File: config.mk
export PLATFORM = sky130hd
export DESIGN_NAME = reno_cwnd_controller_core_flat
export DESIGN_NICKNAME = d
export VERILOG_FILES = /design/src/hdl/reno_pkg.sv /design/src/hdl/reno_if.sv /design/src/hdl/reno_ctrl.sv /design/src/hdl/reno_dp.sv /design/src/hdl/reno_cwnd_controller_core.sv /design/src/flat_wrapper.sv
export VERILOG_INCLUDE_DIRS = /design/src /design/src/hdl
export SDC_FILE = /design/constraint.sdc
export NUM_CORES = 1
export LEC_CHECK = 0
export BUFFER_PORTS_ARGS = -buffer_cell sky130_fd_sc_hd__buf_4
export CAP_MARGIN = 20
export CORE_AREA = 8 8 203 205
export DETAILED_ROUTE_END_ITERATION = 7
export DIE_AREA = 0 0 211 213
export GPL_TIMING_DRIVEN = 1
export SLEW_MARGIN = 5
export SYNTH_ARGS = -nofsm -noshare
export SYNTH_HDL_FRONTEND = slang
export SYNTH_SLANG_ARGS = --single-unit
File: constraint.sdc
create_clock -name clk -period 11.04 [get_ports clk]
set_input_delay 1.104 -clock clk [delete_from_list [all_inputs] [get_ports clk]]
set_output_delay 1.104 -clock clk [all_outputs]
set_load 0.05 [all_outputs]
File: src/hdl/assert_macros.svh
// Assertion macros shared by the congestion window controller RTL.
`ifndef ASSERT_MACROS_SVH
`define ASSERT_MACROS_SVH

// Check a property on every rising clock edge outside reset.
`define ASSERT_CLK(lbl, prop, msg) \
    lbl: assert property (@(posedge clk) disable iff (!rst_n) prop) else $error(msg);

// Check that a condition never holds on a rising clock edge outside reset.
`define ASSERT_NEVER(lbl, cond, msg) \
    lbl: assert property (@(posedge clk) disable iff (!rst_n) !(cond)) else $error(msg);

`endif

File: src/hdl/reno_pkg.sv
// Shared types, constants and helper functions of the congestion window controller.
package reno_pkg;

    localparam int WINDOW_BITS = 16;
    localparam int LOST_W      = 16;
    localparam int CFG_W       = 16;
    localparam int OUT_W       = 16;
    localparam int CFG_IDX_W   = 3;
    localparam int XW          = (WINDOW_BITS > CFG_W) ? WINDOW_BITS : CFG_W;
    localparam int SW          = ((LOST_W + 1) > WINDOW_BITS) ? (LOST_W + 1) : WINDOW_BITS;
    localparam int DIV_CNT_W   = $clog2(LOST_W);

    typedef logic [WINDOW_BITS-1:0] win_t;
    typedef logic [CFG_W-1:0]       cfg_word_t;

    localparam win_t WIN_MAX             = {WINDOW_BITS{1'b1}};
    localparam win_t CWND_RESET          = win_t'(1);
    localparam win_t SSTHRESH_RESET      = win_t'(32);
    localparam cfg_word_t MIN_RESET      = cfg_word_t'(1);
    localparam cfg_word_t MAX_RESET      = cfg_word_t'(65535);
    localparam logic [DIV_CNT_W-1:0] DIV_LAST = DIV_CNT_W'(LOST_W - 1);

    typedef enum logic [CFG_IDX_W-1:0] {
        CFG_MIN_WINDOW      = 3'd0,
        CFG_MAX_WINDOW      = 3'd1,
        CFG_START_THRESHOLD = 3'd2,
        CFG_START_WINDOW    = 3'd3,
        CFG_DECREASE_MODE   = 3'd4
    } reno_cfg_idx_t;

    // Commands from the controller to the datapath.
    typedef struct packed {
        logic load_evt;
        logic div_start;
        logic div_step;
        logic loss_halve;
        logic loss_sub;
        logic ack_apply;
        logic publish;
    } reno_cmd_t;

    // Status from the datapath to the controller.
    typedef struct packed {
        logic evt_loss;
        logic evt_ack;
        logic slow_start;
        logic sub_mode;
        logic div_last;
        logic res_busy;
    } reno_sts_t;

    // Clamp a window to [min, max], both first saturated to the window range.
    function automatic win_t win_clamp(win_t w, cfg_word_t lo_cfg, cfg_word_t hi_cfg);
        logic [XW-1:0] wmax_x;
        logic [XW-1:0] lo_x;
        logic [XW-1:0] hi_x;
        logic [XW-1:0] v;
        wmax_x = XW'(WIN_MAX);
        lo_x   = XW'(lo_cfg);
        hi_x   = XW'(hi_cfg);
        if (lo_x > wmax_x)
        begin
            lo_x = wmax_x;
        end
        if (hi_x > wmax_x)
        begin
            hi_x = wmax_x;
        end
        v = (XW'(w) < hi_x) ? XW'(w) : hi_x;
        v = (v > lo_x) ? v : lo_x;
        return win_t'(v);
    endfunction

endpackage

File: src/hdl/reno_if.sv
// Event and result channel interfaces of the congestion window controller.
interface reno_evt_if
    import reno_pkg::*;
    ();
    logic              valid;
    logic              ready;
    logic              ack_valid;
    logic              loss_valid;
    logic [LOST_W-1:0] lost_count;

    modport source (output valid, output ack_valid, output loss_valid, output lost_count,
                    input ready);
    modport sink   (input valid, input ack_valid, input loss_valid, input lost_count,
                    output ready);
endinterface

interface reno_res_if
    import reno_pkg::*;
    ();
    logic             valid;
    logic             ready;
    logic [OUT_W-1:0] window;
    logic [OUT_W-1:0] threshold;
    logic             slow_start;

    modport source (output valid, output window, output threshold, output slow_start,
                    input ready);
    modport sink   (input valid, input window, input threshold, input slow_start,
                    output ready);
endinterface

File: src/hdl/reno_ctrl.sv
// Sequencer that steps one event through loss, divide, subtract, ack and publish.
`include "assert_macros.svh"

module reno_ctrl
    import reno_pkg::*;
(
    input  logic      clk,
    input  logic      rst_n,
    input  logic      evt_valid,
    output logic      evt_ready,
    input  reno_sts_t sts,
    output reno_cmd_t cmd
);

    typedef enum logic [2:0] {
        S_IDLE,
        S_LOSS,
        S_DIV,
        S_SUB,
        S_ACK,
        S_OUT
    } state_t;

    state_t state_reg;
    state_t state_next;

    always_comb
    begin
        cmd        = '0;
        state_next = state_reg;
        case (state_reg)
            S_IDLE:
            begin
                cmd.load_evt = evt_valid;
                if (evt_valid)
                begin
                    state_next = S_LOSS;
                end
            end
            S_LOSS:
            begin
                if (!sts.evt_loss)
                begin
                    state_next = S_ACK;
                end
                else if (sts.slow_start || !sts.sub_mode)
                begin
                    cmd.loss_halve = 1'b1;
                    state_next     = S_ACK;
                end
                else
                begin
                    cmd.div_start = 1'b1;
                    state_next    = S_DIV;
                end
            end
            S_DIV:
            begin
                cmd.div_step = 1'b1;
                if (sts.div_last)
                begin
                    state_next = S_SUB;
                end
            end
            S_SUB:
            begin
                cmd.loss_sub = 1'b1;
                state_next   = S_ACK;
            end
            S_ACK:
            begin
                cmd.ack_apply = sts.evt_ack;
                state_next    = S_OUT;
            end
            S_OUT:
            begin
                if (!sts.res_busy)
                begin
                    cmd.publish = 1'b1;
                    state_next  = S_IDLE;
                end
            end
            default:
            begin
                state_next = S_IDLE;
            end
        endcase
    end

    always_ff @(posedge clk or negedge rst_n)
    begin
        if (!rst_n)
        begin
            state_reg <= S_IDLE;
        end
        else
        begin
            state_reg <= state_next;
        end
    end

    assign evt_ready = (state_reg == S_IDLE);

    `ASSERT_CLK(a_accept_enters_loss, evt_valid && evt_ready |=> state_reg == S_LOSS,
                "accepted request did not enter loss handling")
    `ASSERT_NEVER(a_publish_when_busy, cmd.publish && sts.res_busy,
                  "result published over one not yet taken")
    `ASSERT_CLK(a_div_ends_in_sub, state_reg == S_DIV && sts.div_last |=> state_reg == S_SUB,
                "divide did not hand over to the subtract step")

endmodule

File: src/hdl/reno_dp.sv
// Window state, configuration, restoring divider and result register.
`include "assert_macros.svh"

module reno_dp
    import reno_pkg::*;
(
    input  logic                 clk,
    input  logic                 rst_n,
    input  logic                 cfg_wr_en,
    input  logic [CFG_IDX_W-1:0] cfg_index,
    input  logic [CFG_W-1:0]     cfg_data,
    input  logic                 ack_valid,
    input  logic                 loss_valid,
    input  logic [LOST_W-1:0]    lost_count,
    input  reno_cmd_t            cmd,
    output reno_sts_t            sts,
    output logic                 res_valid,
    input  logic                 res_ready,
    output logic [OUT_W-1:0]     res_window,
    output logic [OUT_W-1:0]     res_threshold,
    output logic                 res_slow_start
);

    // configuration
    cfg_word_t min_window_reg;
    cfg_word_t max_window_reg;
    logic      decrease_mode_reg;

    // window state
    win_t cwnd_reg;
    win_t cwnd_next;
    win_t ssthresh_reg;
    win_t ssthresh_next;
    win_t ack_cnt_reg;
    win_t ack_cnt_next;

    // captured request
    logic              ack_reg;
    logic              loss_reg;
    logic [LOST_W-1:0] lost_reg_hold;

    // divider
    win_t                 rem_reg;
    logic [LOST_W-1:0]    quo_reg;
    logic [DIV_CNT_W-1:0] div_cnt_reg;
    logic [WINDOW_BITS:0] trial;
    logic                 trial_ge;

    // result register
    logic             res_valid_reg;
    logic [OUT_W-1:0] res_window_reg;
    logic [OUT_W-1:0] res_threshold_reg;
    logic             res_slow_reg;

    logic          slow;
    win_t          halve_w;
    logic [SW-1:0] dec_x;
    logic [SW-1:0] cw_x;
    win_t          sub_raw;
    win_t          sub_w;
    win_t          inc_w;
    win_t          cnt_inc;

    assign slow     = (cwnd_reg < ssthresh_reg);
    assign halve_w  = win_clamp(cwnd_reg >> 1, min_window_reg, max_window_reg);
    assign dec_x    = SW'(quo_reg) + SW'(1);
    assign cw_x     = SW'(cwnd_reg);
    assign sub_raw  = (dec_x >= cw_x) ? '0 : win_t'(cw_x - dec_x);
    assign sub_w    = win_clamp(sub_raw, min_window_reg, max_window_reg);
    assign inc_w    = (cwnd_reg == WIN_MAX) ? cwnd_reg : cwnd_reg + win_t'(1);
    assign cnt_inc  = (ack_cnt_reg == WIN_MAX) ? ack_cnt_reg : ack_cnt_reg + win_t'(1);
    assign trial    = {rem_reg, quo_reg[LOST_W-1]};
    assign trial_ge = (trial >= {1'b0, cwnd_reg});

    always_comb
    begin
        cwnd_next     = cwnd_reg;
        ssthresh_next = ssthresh_reg;
        ack_cnt_next  = ack_cnt_reg;
        if (cmd.loss_halve)
        begin
            cwnd_next = halve_w;
            if (!slow)
            begin
                ssthresh_next = halve_w;
            end
        end
        if (cmd.loss_sub)
        begin
            cwnd_next     = sub_w;
            ssthresh_next = sub_w;
        end
        if (cmd.ack_apply)
        begin
            if (slow)
            begin
                cwnd_next = win_clamp(inc_w, min_window_reg, max_window_reg);
                // threshold follows the unclamped increment
                if (inc_w >= ssthresh_reg)
                begin
                    ssthresh_next = inc_w;
                end
            end
            else if (cnt_inc >= cwnd_reg)
            begin
                ack_cnt_next = '0;
                cwnd_next    = win_clamp(inc_w, min_window_reg, max_window_reg);
            end
            else
            begin
                ack_cnt_next = cnt_inc;
                cwnd_next    = win_clamp(cwnd_reg, min_window_reg, max_window_reg);
            end
        end
        if (cfg_wr_en)
        begin
            case (cfg_index)
                CFG_START_THRESHOLD:
                begin
                    ssthresh_next = win_t'(cfg_data);
                end
                CFG_START_WINDOW:
                begin
                    cwnd_next    = win_t'(cfg_data);
                    ack_cnt_next = '0;
                end
                default:
                begin
                end
            endcase
        end
    end

    always_ff @(posedge clk or negedge rst_n)
    begin
        if (!rst_n)
        begin
            min_window_reg    <= MIN_RESET;
            max_window_reg    <= MAX_RESET;
            decrease_mode_reg <= 1'b0;
            cwnd_reg          <= CWND_RESET;
            ssthresh_reg      <= SSTHRESH_RESET;
            ack_cnt_reg       <= '0;
            ack_reg           <= 1'b0;
            loss_reg          <= 1'b0;
            res_valid_reg     <= 1'b0;
            div_cnt_reg       <= '0;
        end
        else
        begin
            cwnd_reg     <= cwnd_next;
            ssthresh_reg <= ssthresh_next;
            ack_cnt_reg  <= ack_cnt_next;
            if (cfg_wr_en)
            begin
                case (cfg_index)
                    CFG_MIN_WINDOW:    min_window_reg    <= cfg_data;
                    CFG_MAX_WINDOW:    max_window_reg    <= cfg_data;
                    CFG_DECREASE_MODE: decrease_mode_reg <= cfg_data[0];
                    default:
                    begin
                    end
                endcase
            end
            if (cmd.load_evt)
            begin
                ack_reg  <= ack_valid;
                loss_reg <= loss_valid;
            end
            if (cmd.div_start)
            begin
                div_cnt_reg <= '0;
            end
            else if (cmd.div_step)
            begin
                div_cnt_reg <= div_cnt_reg + DIV_CNT_W'(1);
            end
            if (cmd.publish)
            begin
                res_valid_reg <= 1'b1;
            end
            else if (res_ready)
            begin
                res_valid_reg <= 1'b0;
            end
        end
    end

    // divider and result payload, no reset needed
    always_ff @(posedge clk)
    begin
        if (cmd.div_start)
        begin
            rem_reg <= '0;
            quo_reg <= lost_reg_hold;
        end
        else if (cmd.div_step)
        begin
            rem_reg <= trial_ge ? win_t'(trial - {1'b0, cwnd_reg}) : win_t'(trial);
            quo_reg <= {quo_reg[LOST_W-2:0], trial_ge};
        end
        if (cmd.publish)
        begin
            res_window_reg    <= OUT_W'(cwnd_reg);
            res_threshold_reg <= OUT_W'(ssthresh_reg);
            res_slow_reg      <= slow;
        end
    end

    // hold the lost count from acceptance until the divide starts
    always_ff @(posedge clk)
    begin
        if (cmd.load_evt)
        begin
            lost_reg_hold <= lost_count;
        end
    end

    assign sts.evt_loss   = loss_reg;
    assign sts.evt_ack    = ack_reg;
    assign sts.slow_start = slow;
    assign sts.sub_mode   = decrease_mode_reg;
    assign sts.div_last   = (div_cnt_reg == DIV_LAST);
    assign sts.res_busy   = res_valid_reg && !res_ready;

    assign res_valid      = res_valid_reg;
    assign res_window     = res_window_reg;
    assign res_threshold  = res_threshold_reg;
    assign res_slow_start = res_slow_reg;

    `ASSERT_CLK(a_rem_below_divisor,
                cmd.div_step && sts.div_last && cwnd_reg != '0 |=> rem_reg < cwnd_reg,
                "divider remainder not below the window")
    `ASSERT_CLK(a_ack_within_clamps,
                cmd.ack_apply && !cfg_wr_en && min_window_reg <= max_window_reg
                && XW'(max_window_reg) <= XW'(WIN_MAX)
                |=> XW'(cwnd_reg) >= XW'(min_window_reg) && XW'(cwnd_reg) <= XW'(max_window_reg),
                "window outside clamps after ack")

endmodule

File: src/hdl/reno_cwnd_controller_core.sv
// Top level of the TCP Reno congestion window controller (AIMD, with an optional additive decrease).
// Each request is captured, handled for loss, then for ack, and published; a loss
//   that takes the additive decrease runs the 16-step restoring divider of lost/cwnd
//   and a subtract step. A new request is taken only once the last one is published.
// Reset (rst_n low, asynchronous): window 1, threshold 32, ack count 0,
//   clamps [1, 65535], halving on loss; no clearing pass, ready at once.
module reno_cwnd_controller_core
    import reno_pkg::*;
(
    input  logic                 clk,
    input  logic                 rst_n,
    reno_evt_if.sink             evt,
    reno_res_if.source           res,
    input  logic                 cfg_wr_en,
    input  logic [CFG_IDX_W-1:0] cfg_index,
    input  logic [CFG_W-1:0]     cfg_data
);

    // Controller and datapath talk only through these two bundles.
    reno_cmd_t cmd;
    reno_sts_t sts;

    // Sequence each request: capture, handle loss (halve, or divide then
    // subtract), handle ack, then publish once the result register is free.
    reno_ctrl u_ctrl (
        .clk       (clk),
        .rst_n     (rst_n),
        .evt_valid (evt.valid),
        .evt_ready (evt.ready),
        .sts       (sts),
        .cmd       (cmd)
    );

    // Hold the window state and configuration; the result register parts the
    // output side so a new request is taken while a result still waits.
    reno_dp u_dp (
        .clk            (clk),
        .rst_n          (rst_n),
        .cfg_wr_en      (cfg_wr_en),
        .cfg_index      (cfg_index),
        .cfg_data       (cfg_data),
        .ack_valid      (evt.ack_valid),
        .loss_valid     (evt.loss_valid),
        .lost_count     (evt.lost_count),
        .cmd            (cmd),
        .sts            (sts),
        .res_valid      (res.valid),
        .res_ready      (res.ready),
        .res_window     (res.window),
        .res_threshold  (res.threshold),
        .res_slow_start (res.slow_start)
    );

endmodule

File: src/flat_wrapper.sv
// flat-port wrapper written by rule: the top's interface ports become plain ports
module reno_cwnd_controller_core_flat import reno_pkg::*;
  (clk, rst_n, cfg_wr_en, cfg_index, cfg_data, evt_valid, evt_ack_valid, evt_loss_valid, evt_lost_count, evt_ready, res_valid, res_window, res_threshold, res_slow_start, res_ready);
  reno_evt_if evt_i ();
  reno_res_if res_i ();
  input  logic clk;
  input  logic rst_n;
  input  logic cfg_wr_en;
  input  logic [CFG_IDX_W-1:0] cfg_index;
  input  logic [CFG_W-1:0] cfg_data;
  input wire logic [$bits(evt_i.valid)-1:0] evt_valid;
  input wire logic [$bits(evt_i.ack_valid)-1:0] evt_ack_valid;
  input wire logic [$bits(evt_i.loss_valid)-1:0] evt_loss_valid;
  input wire logic [$bits(evt_i.lost_count)-1:0] evt_lost_count;
  output wire logic [$bits(evt_i.ready)-1:0] evt_ready;
  output wire logic [$bits(res_i.valid)-1:0] res_valid;
  output wire logic [$bits(res_i.window)-1:0] res_window;
  output wire logic [$bits(res_i.threshold)-1:0] res_threshold;
  output wire logic [$bits(res_i.slow_start)-1:0] res_slow_start;
  input wire logic [$bits(res_i.ready)-1:0] res_ready;
  assign evt_i.valid = evt_valid;
  assign evt_i.ack_valid = evt_ack_valid;
  assign evt_i.loss_valid = evt_loss_valid;
  assign evt_i.lost_count = evt_lost_count;
  assign evt_ready = evt_i.ready;
  assign res_valid = res_i.valid;
  assign res_window = res_i.window;
  assign res_threshold = res_i.threshold;
  assign res_slow_start = res_i.slow_start;
  assign res_i.ready = res_ready;
  reno_cwnd_controller_core u_core (.clk(clk), .rst_n(rst_n), .evt(evt_i), .res(res_i), .cfg_wr_en(cfg_wr_en), .cfg_index(cfg_index), .cfg_data(cfg_data));
endmodule
==> impl_metrics.prom <==
# TYPE chip_impl_metric gauge
chip_impl_info{name="run_status",value="finished, final reports clean"} 1
chip_impl_metric{name="routed_wirelength",unit="mm"} 61.4
chip_impl_info{name="critical_path_class",value="reg2reg"} 1
chip_impl_metric{name="dp_hpwl",unit="mm"} 46.2
chip_impl_metric{name="cts-htree-levels",unit=""} 4
chip_impl_metric{name="core_area",unit="sq um"} 38100
chip_impl_metric{name="multi_input_comb_area",unit="sq um"} 10300
chip_impl_metric{name="final_net_count",unit=""} 2184
chip_impl_metric{name="timing.setup.tns",unit="ps"} 0
chip_impl_metric{name="number_of_clock_buffers_inserted_by_tritoncts",unit=""} 17
chip_impl_metric{name="clock_sinks",unit=""} 172
chip_impl_metric{name="setup_viol",unit=""} 0
chip_impl_metric{name="post_cts_resized",unit=""} 0
chip_impl_metric{name="synth-edff-count",unit=""} 65
chip_impl_info{name="crit-reg2reg-launch",value="u_core.u_dp.quo_reg[0]"} 1
chip_impl_metric{name="floorplan.die_area",unit="sq um"} 44900
chip_impl_metric{name="drcViolationCount",unit=""} 0
chip_impl_metric{name="cts_hold_buf",unit=""} 0
chip_impl_metric{name="fill_cells",unit=""} 3702
chip_impl_metric{name="grt_start_max_net_pins",unit=""} 62
chip_impl_metric{name="fp.dieW",unit="um"} 211
chip_impl_metric{name="chipHeight",unit="um"} 213
chip_impl_metric{name="area_delta_synth_final",unit="%"} 11.3
chip_impl_metric{name="avgRoutedWirePerCell",unit="um"} 25.1
chip_impl_metric{name="synthesis.yosys.warnings",unit=""} 0
chip_impl_metric{name="worstPathMaxFanout",unit=""} 19
chip_impl_metric{name="worst-endpoint-arrival",unit="ps"} 9960
chip_impl_info{name="grt_setup_unrepaired",value="false"} 1
chip_impl_metric{name="drt_iter0_markers",unit=""} 1559
chip_impl_metric{name="detailedPlace.worstSlack",unit="ps"} 1680
chip_impl_info{name="path_common_cell",value="sky130_fd_sc_hd__ha_1"} 1
chip_impl_metric{name="grtUsageTotal",unit=""} 0.271
chip_impl_metric{name="pin_count",unit=""} 77
chip_impl_metric{name="ys_types",unit=""} 90
chip_impl_metric{name="clock-skew-final",unit="ps"} 12.3
chip_impl_metric{name="deepest_clock_path_buffer_count",unit=""} 2
chip_impl_metric{name="detail_route.vias_per_cell",unit=""} 6.15
chip_impl_metric{name="cts.clk_slew.worst_paths",unit="ps"} 80
chip_impl_metric{name="req_time_crit_path",unit="ps"} 11450
chip_impl_metric{name="tightestPinTransition",unit="ps"} 1120
chip_impl_info{name="worst_setup_path_end_kind",value="flop"} 1
chip_impl_info{name="clockRootBuffer",value="sky130_fd_sc_hd__clkbuf_16"} 1
chip_impl_metric{name="floorplan.initialDensity",unit=""} 0.411
chip_impl_metric{name="power.density_cell_area",unit="nW/um^2"} 359
chip_impl_metric{name="post_route_cells_drive_above_1_share",unit=""} 0.111
chip_impl_metric{name="worst_slack",unit="ps"} 1500
chip_impl_metric{name="synth_seq_area_share",unit=""} 0.292
chip_impl_metric{name="cpPeakStageDelay",unit="ps"} 770
chip_impl_metric{name="power.static_leakage",unit="nW"} 7.72
chip_impl_metric{name="grt.overflow.total",unit=""} 0
chip_impl_metric{name="timing_hold_violations_final",unit=""} 0
chip_impl_metric{name="hold_path_depth",unit=""} 2
chip_impl_metric{name="slew_headroom",unit=""} 0.254
chip_impl_metric{name="register_area",unit="sq um"} 4570
chip_impl_metric{name="clock_insertion_delay_worst_skew",unit="ps"} 470
chip_impl_metric{name="synth-async-reset-ratio",unit=""} 0.529
chip_impl_metric{name="cell_area_after_synthesis",unit="sq um"} 15700
chip_impl_metric{name="max_cap_violations",unit=""} 0
chip_impl_metric{name="antenna-diode-count",unit=""} 0
chip_impl_metric{name="setup_fix_buffers_added_after_clock_tree_synthesis",unit=""} 0
chip_impl_info{name="min-delay-path-class",value="reg2reg"} 1
chip_impl_metric{name="mappedNetlistNets",unit=""} 2133
chip_impl_info{name="holdCritStartpoint",value="u_core.u_dp.rem_reg[5]"} 1
chip_impl_metric{name="vdd_drop_max",unit="mV"} 0.134
chip_impl_metric{name="final_max_slew_viol_count",unit=""} 0
chip_impl_metric{name="wire_length_of_the_first_global_routing_pass",unit="mm"} 91.1
chip_impl_metric{name="fmaxAchievable",unit="MHz"} 105
chip_impl_metric{name="drtAntennaViolNets",unit=""} 0
chip_impl_metric{name="finalWeightedCongestion",unit=""} 1.02
chip_impl_info{name="tritoncts",value="yes"} 1
chip_impl_info{name="postSynth.topFlopCell",value="sky130_fd_sc_hd__dfrtp_1"} 1
chip_impl_metric{name="synth.avg_cell_area",unit="sq um"} 8.39
chip_impl_metric{name="number_of_antenna_violations_at_the_first_check_in_global_routing",unit=""} 0
chip_impl_metric{name="worstRegToRegCells",unit=""} 29
chip_impl_metric{name="syn_inst",unit=""} 1868
chip_impl_info{name="timing.critical_path.slowest_stage_cell",value="sky130_fd_sc_hd__a2111oi_0"} 1
chip_impl_info{name="critPathLaunch",value="u_core.u_dp.quo_reg[0]"} 1
chip_impl_info{name="worstSetupStartpointType",value="flop"} 1
chip_impl_metric{name="std_cell_rows",unit=""} 72
chip_impl_metric{name="layout_min_cycle_time",unit="ps"} 9540
chip_impl_metric{name="yosys_register_bits",unit=""} 172
chip_impl_metric{name="via_count",unit=""} 15100
chip_impl_metric{name="io_buffers",unit=""} 76
chip_impl_metric{name="layout_worst_path_cycle_share",unit=""} 0.864
chip_impl_metric{name="dr.pass1.iters",unit=""} 6
chip_impl_metric{name="via_count_of_the_first_global_routing_pass",unit=""} 14400
==> placed cells by master (no fill, tap or decap), types with 10 or more instances in the layout <==
master,Yosys,routed
sky130_fd_sc_hd__dfrtp_1,72,72
sky130_fd_sc_hd__ha_1,221,221
sky130_fd_sc_hd__buf_4,3,109
sky130_fd_sc_hd__dfxtp_1,16,16
sky130_fd_sc_hd__and4_1,10,10
sky130_fd_sc_hd__inv_1,119,119
sky130_fd_sc_hd__xor2_1,22,22
sky130_fd_sc_hd__nand2_1,231,231
sky130_fd_sc_hd__nor3_1,40,38
sky130_fd_sc_hd__mux2i_1,40,40
sky130_fd_sc_hd__and2_1,16,16
sky130_fd_sc_hd__mux2_2,23,23
sky130_fd_sc_hd__nand3_1,72,72
sky130_fd_sc_hd__or3_1,14,14
sky130_fd_sc_hd__a31oi_1,25,25
sky130_fd_sc_hd__xnor2_1,33,33
sky130_fd_sc_hd__and3_1,12,12
sky130_fd_sc_hd__nand2b_1,21,21
sky130_fd_sc_hd__nor2_1,132,129
sky130_fd_sc_hd__clkbuf_16,0,17
sky130_fd_sc_hd__a211oi_1,11,11
sky130_fd_sc_hd__dfstp_2,19,19
sky130_fd_sc_hd__nand4_1,35,35
sky130_fd_sc_hd__nor2b_1,18,18
sky130_fd_sc_hd__a21o_1,20,20
sky130_fd_sc_hd__o21a_1,18,18
sky130_fd_sc_hd__edfxtp_1,65,65
sky130_fd_sc_hd__a21oi_1,131,131
sky130_fd_sc_hd__o21ai_0,161,161
sky130_fd_sc_hd__o22ai_1,12,12
sky130_fd_sc_hd__o211ai_1,29,29
==> area by class of cell <==
cell class                      count  area share
Inverter                          120      0.0258
Clock inverter                     15      0.0104
Multi-Input combinational cell   1499       0.593
Tap cell                          518      0.0372
Sequential cell                   172       0.262
Timing Repair Buffer              109      0.0469
Clock buffer                       17      0.0244
==> metal layers <==
metal	vias up	track usage	share of wire
met5	-	0	0
met4	0	0.177	0.067
met3	186	0.0478	0.081
met2	759	0.427	0.44
met1	7181	0.339	0.41
li1	6950	-	-
==> cells by family after synthesis <==
kind of cell	Yosys count	share of synthesized area
simple gates	632	0.190
fa+ha+maj	223	0.179
xor+xnor	55	0.0307
flops	172	0.292
mux	65	0.0440
compound gates	523	0.214
buf+inv	197	0.0504
other cells	1	0.000239
==> power breakdown <==
part | switching [mW] | total, mW | leakage (nW) | internal [mW]
clock | 0.326 | 0.632 | 0.287 | 0.306
combinational | 2.94 | 4.54 | 5.60 | 1.60
sequential | 0.191 | 1.10 | 1.83 | 0.906
==> worst max-delay path, delay by kind of cell, from the launching register on <==
| kind | cells | cell delay (ps) |
|---|---|---|
| buffers and inverters | 1 | 650 |
| AND/OR/NAND/NOR | 11 | 2580 |
| AO/OA/AOI/OAI | 11 | 3820 |
| multiplexers | 1 | 410 |
| flip-flops | 1 | 430 |
| adder cells (fa/ha/maj) | 4 | 1430 |
| XOR/XNOR | 1 | 160 |
==> Yosys cell counts, types with 18 or more instances <==
master | instances | area share
sky130_fd_sc_hd__nor3_1 | 40 | 0.013
sky130_fd_sc_hd__nor2b_1 | 18 | 0.0072
sky130_fd_sc_hd__clkbuf_1 | 56 | 0.013
sky130_fd_sc_hd__xor2_1 | 22 | 0.012
sky130_fd_sc_hd__o21a_1 | 18 | 0.0086
sky130_fd_sc_hd__o211ai_1 | 29 | 0.014
sky130_fd_sc_hd__o21ai_0 | 161 | 0.051
sky130_fd_sc_hd__nand3_1 | 72 | 0.023
sky130_fd_sc_hd__xnor2_1 | 33 | 0.018
sky130_fd_sc_hd__dfrtp_1 | 72 | 0.11
sky130_fd_sc_hd__nand2b_1 | 21 | 0.0084
sky130_fd_sc_hd__nor2_1 | 132 | 0.032
sky130_fd_sc_hd__a21o_1 | 20 | 0.0096
sky130_fd_sc_hd__a21oi_1 | 131 | 0.042
sky130_fd_sc_hd__a31oi_1 | 25 | 0.010
sky130_fd_sc_hd__dfstp_2 | 19 | 0.032
sky130_fd_sc_hd__nand2_1 | 231 | 0.055
sky130_fd_sc_hd__ha_1 | 221 | 0.18
sky130_fd_sc_hd__nand4_1 | 35 | 0.014
sky130_fd_sc_hd__edfxtp_1 | 65 | 0.12
sky130_fd_sc_hd__inv_1 | 119 | 0.029
sky130_fd_sc_hd__mux2i_1 | 40 | 0.026
sky130_fd_sc_hd__mux2_2 | 23 | 0.017
==> metrics by stage <==
step                utilization  hold slack, ps  cell area, sq um  power (mW)  cells
floorplan                     -             418             15700        4.17   1868
detailed placement        0.442             468             16800        5.53   2418
CTS                       0.458             481             17400        6.18   2450
global route              0.458             496             17400        6.72   2450
global placement          0.442             435             16800        5.45   2418
finish                    0.458             474             17400        6.27   2450
==> final timing paths <==
check | slack [ps] | end
setup / recovery | 1500 | u_core.u_dp.ssthresh_reg[14]
hold / removal | 470 | u_core.u_dp.rem_reg[5]
setup reg to reg | 1500 | u_core.u_dp.ssthresh_reg[14]
hold reg to reg | 470 | u_core.u_dp.rem_reg[5]
max in group asynchronous | 9240 | u_core.u_dp.ack_cnt_reg[6]
min in group asynchronous | 550 | u_core.u_dp.ssthresh_reg[12]
(Power assumes the default switching activity.)
